`config.mk`:
```
export PLATFORM = sky130hd
export DESIGN_NAME = sri_merge
export DESIGN_NICKNAME = d
export VERILOG_FILES = /design/src/hdl/sri_pkg.sv /design/src/hdl/sri_merge.sv
export SDC_FILE = /design/constraint.sdc
export NUM_CORES = 1
export LEC_CHECK = 0
export ABC_CLOCK_PERIOD_IN_PS = 6720
export BUFFER_PORTS_ARGS = -buffer_cell sky130_fd_sc_hd__buf_4
export CAP_MARGIN = 25
export CELL_PAD_IN_SITES_DETAIL_PLACEMENT = 0
export CELL_PAD_IN_SITES_GLOBAL_PLACEMENT = 2
export CORE_MARGIN = 8
export CORE_UTILIZATION = 26
export DETAILED_ROUTE_END_ITERATION = 8
export PLACE_DENSITY_LB_ADDON = 0.1
export RECOVER_POWER = 100
export SLEW_MARGIN = 20
export SYNTH_ARGS = -nofsm -noshare
export SYNTH_HDL_FRONTEND = slang
export SYNTH_SLANG_ARGS = --single-unit
```
`constraint.sdc`:
```
create_clock -name vclk -period 6.72
set_input_delay 1.344 -clock vclk [all_inputs]
set_output_delay 1.344 -clock vclk [all_outputs]
set_load 0.03 [all_outputs]
```
`src/hdl/sri_pkg.sv`:
```
// ----------------------------------------------------------------------------
// sri_pkg: shared types and constants
// Payload structs, lane-to-merge struct and widths for the segment
// versus quadrilateral intersection block.
// ----------------------------------------------------------------------------
package sri_pkg;

  localparam int unsigned FracBits  = 16;
  localparam int unsigned CoordW    = 32;
  localparam int unsigned DiffW     = CoordW + 1;
  localparam int unsigned ProdW     = 2 * DiffW;
  localparam int unsigned CrossW    = ProdW + 1;
  localparam int unsigned MagW      = CrossW - 1;
  localparam int unsigned FracW     = FracBits + 1;
  localparam int unsigned NumLanes  = 4;
  // Pipeline depth of one lane: differences, products, crosses, normalize,
  // one stage per quotient bit.
  localparam int unsigned DivSteps  = FracBits + 1;
  localparam int unsigned LaneDepth = 4 + DivSteps;

  typedef struct packed {
    logic signed [CoordW-1:0] seg_start_x;
    logic signed [CoordW-1:0] seg_start_y;
    logic signed [CoordW-1:0] seg_end_x;
    logic signed [CoordW-1:0] seg_end_y;
    logic signed [CoordW-1:0] corner_a_x;
    logic signed [CoordW-1:0] corner_a_y;
    logic signed [CoordW-1:0] corner_b_x;
    logic signed [CoordW-1:0] corner_b_y;
    logic signed [CoordW-1:0] corner_c_x;
    logic signed [CoordW-1:0] corner_c_y;
    logic signed [CoordW-1:0] corner_d_x;
    logic signed [CoordW-1:0] corner_d_y;
  } sri_in_t;

  typedef struct packed {
    logic             hit;
    logic [FracW-1:0] hit_fraction;
  } sri_out_t;

  typedef struct packed {
    logic             hit;
    logic [FracW-1:0] frac;
  } lane_res_t;

  typedef struct packed {
    logic signed [CoordW-1:0] p0x;
    logic signed [CoordW-1:0] p0y;
    logic signed [CoordW-1:0] p1x;
    logic signed [CoordW-1:0] p1y;
    logic signed [CoordW-1:0] e0x;
    logic signed [CoordW-1:0] e0y;
    logic signed [CoordW-1:0] e1x;
    logic signed [CoordW-1:0] e1y;
  } edge_in_t;

endpackage

```
`src/hdl/sri_merge.sv`:
```
// ----------------------------------------------------------------------------
// sri_merge: lane result merge
// Picks the smallest hit fraction over the four lanes.
// ----------------------------------------------------------------------------
module sri_merge import sri_pkg::*; (
  input  lane_res_t lane_i [NumLanes],
  output sri_out_t  res_o
);

  lane_res_t lo_a, lo_b, lo_c;

  function automatic lane_res_t pick(lane_res_t a, lane_res_t b);
    lane_res_t r;
    if (a.hit && (!b.hit || a.frac <= b.frac)) begin
      r = a;
    end else begin
      r = b;
    end
    return r;
  endfunction

  always_comb begin
    lo_a = pick(lane_i[0], lane_i[1]);
    lo_b = pick(lane_i[2], lane_i[3]);
    lo_c = pick(lo_a, lo_b);
    res_o.hit          = lo_a.hit | lo_b.hit;
    res_o.hit_fraction = res_o.hit ? lo_c.frac : '0;
  end

endmodule

```
==> metrics.md <==
| Metric | Value |
|---|---|
| Worst Hold Class | `in -> out` |
| Worst slew pin tran | `0.484 ns` |
| Core Box Area | `0.00710 sq mm` |
| Post-detail-place hpwl | `5.75 mm` |
| Slew Limit Headroom | `67.6%` |
| Crit path max-delay cell type | `a2111o_1` |
| Syn Std Cell Area | `0.00187 sq mm` |
| Worst setup margin | `0.137 ns` |
| Worst Path Buf+Inv | `8` |
| Max stage delay on crit path | `0.43 ns` |
| Post-DR wirelength/cell | `14.7 um` |
| Overall routed net length | `6.86 mm` |
| CP arrival | `5.24 ns` |
| Vias in the first global route | `2,170` |
| Cell class contributing the biggest share of worst-path delay | `compound AO/OA/AOI/OAI gates` |
| Max Cap Viol | `0` |
| Port Buffer Count | `90` |
| PwrDens | `125 mW/mm^2` |
| Leak Pwr | `0.00175 uW` |
| Pre-CTS setup slack | `-0.105 ns` |
| Minimum clock period | `6.58 ns` |
| FF+latch count | `0` |
| Synth warn | `0` |
| CTS hold repair buffers | `0` |
| Met2 usage | `19.9%` |
| Share of cells above drive strength 1 | `54.6%` |
| Cell count of the worst hold path | `4` |
| Total track usage | `11.9%` |
| Setup-failing EPs final | `0` |
| Starting Density | `26.3%` |
| ANT nets after route | `0` |
| FF+latch area | `0 sq um` |
| Critical path launch point type | `primary input` |
| Unrepaired setup endpoints after global routing | `true` |
| Post-synthesis cell type count | `32` |
| Die area | `0.0101 sq mm` |
| Register area share after synthesis | `0%` |
| Die height | `101 um` |
| Synth area leaders | `ha_1 (34%), mux2i_1 (18%), inv_1 (11%)` |
| Area leader, netlist | `ha_1` |
| First-pass GRT wire length | `10.1 mm` |
| IO Pins | `90` |
| Fin nets | `491` |
| Final slew viol count | `0` |
| Area Growth Syn to Fin | `97.3%` |
| Die width | `101 um` |
| DR pass1 iterations | `4` |
| Cells after Synth | `249` |
| Layout Cells excl Fill | `465` |
| Max Fanout on Critical Path | `8` |
| Placed Instances | `456` |
| Hold Vio Cnt, Final | `0` |
| Diodes inserted | `0` |
| Via density | `4.72` |
| Required time of the critical path | `5.38 ns` |
| # clk buffers | `0` |
| Initial antenna violation count | `0` |
| GR Util met3 | `2.28%` |
| Worst path depth | `22` |
| Synth top area share | `34.2%` |
| Cell Rows | `31` |
| Final Util | `51.8%` |
| Vias | `2,196` |
| DR DRC count | `0` |
| Grt met1 use | `16.2%` |
| Synthesized area per cell | `7.49 sq um` |
| CP Cell Sequence | `buf_4 -> inv_1 -> ha_1 -> a21oi_1 -> nand2_1 -> a2111o_1 -> o22ai_2 -> buf_12 -> buf_8 -> buf_4 -> mux2i_4 -> inv_1 -> ha_1 -> nand4_1 -> nor2_1 -> o31ai_2 -> a211oi_2 -> a2111oi_4 -> or3_4 -> clkbuf_16 -> o22ai_2 -> buf_6` |
| DRT iter0 DRCs | `35` |
| Status | `complete, no violations` |
| Tcrit/Tclk final | `98.0%` |
| Final Wtd Congestion | `0.773` |
| Most Crowded Layer GR | `met2` |
| Grt ovf | `0` |
| Synthesized Nets | `372` |
| WS Path Type | `in -> out` |
| Largest net degree at the start of global routing | `17` |
| Total power | `461 uW` |
| Max Clock Freq | `0.152 GHz` |
| Max VDD drop | `0.0403 mV` |
| Critical Path End Type | `primary output` |
## worst min-delay path: stages
cell,delay (ns)
buf_6,0.09
mux2i_4,0.07
o22ai_2,0.09
buf_4,0.18
## cells in the final DEF (no fill, tap or decap), drive strengths merged
| cell type | n |
|---|---|
| nor2b | 2 |
| nor3 | 1 |
| a31oi | 2 |
| a21o | 5 |
| clkbuf | 2 |
| nand4 | 9 |
| o41a | 1 |
| or2 | 1 |
| o21ai | 6 |
| o22ai | 18 |
| a21oi | 18 |
| buf | 122 |
| or3 | 1 |
| mux2i | 34 |
| a211oi | 2 |
| a2111oi | 3 |
| a2111o | 1 |
| or4 | 2 |
| o31ai | 1 |
| nand2 | 7 |
| nand2b | 1 |
| inv | 54 |
| and3 | 2 |
| ha | 51 |
| nand3 | 8 |
| a22oi | 1 |
| nor2 | 11 |
## cells in the mapped netlist, types with 4 or more instances
library cell,number
nand2_1,7
o21ai_0,4
o22ai_2,4
ha_1,51
nand4_1,9
o22ai_1,14
nor2_1,11
buf_2,4
inv_1,54
mux2i_1,34
nand3_1,8
a21o_1,5
a21oi_1,18
## worst paths after layout
kind                   endpoint  startpoint  slack, ns
worst max-delay path   res_o[3]  lane_i[51]       0.14
worst min-delay path  res_o[11]  lane_i[29]       3.11
## metal layers
metal / up-vias / wire length, um
met4: 0 / 21
met5: - / 0
met2: 51 / 3330
met3: 2 / 429
li1: 1142 / -
met1: 1001 / 3070
## stage by stage
step | hold WS [ns] | TNS [ns] | area (sq um)
after floorplan | 2.93 | 0 | 1870
after global placement | 3.06 | -0.238 | 2850
after detailed placement | 3.04 | -0.760 | 2850
after CTS | 3.04 | 0 | 2930
after global routing | 3.14 | -0.473 | 3680
final | 3.11 | 0 | 3680
## cell families after synthesis
family          after synthesis  synth area share [%]
compound gates               58                  21.3
fa+ha+maj                    51                  34.2
buf+inv                      61                  14.0
mux                          34                  18.2
simple gates                 45                  12.2
## final cells by class
class	count	area, sq um
tap	99	124
timing repair buffer	124	1100
inverter	54	208
multi-input combinational	188	2250
fill	694	3420
## power by group
group          switching (uW)  internal [uW]  total (uW)
sequential                  0              0           0
combinational             225            236         461
clock                       0              0           0
## timing repair
item                       CTS  global route
buffers inserted             0             9
setup endpoints to repair   17            17
gates resized for setup     18           114
pin swaps                    3            25
gates cloned                 0             1
(Power assumes the default switching activity.)
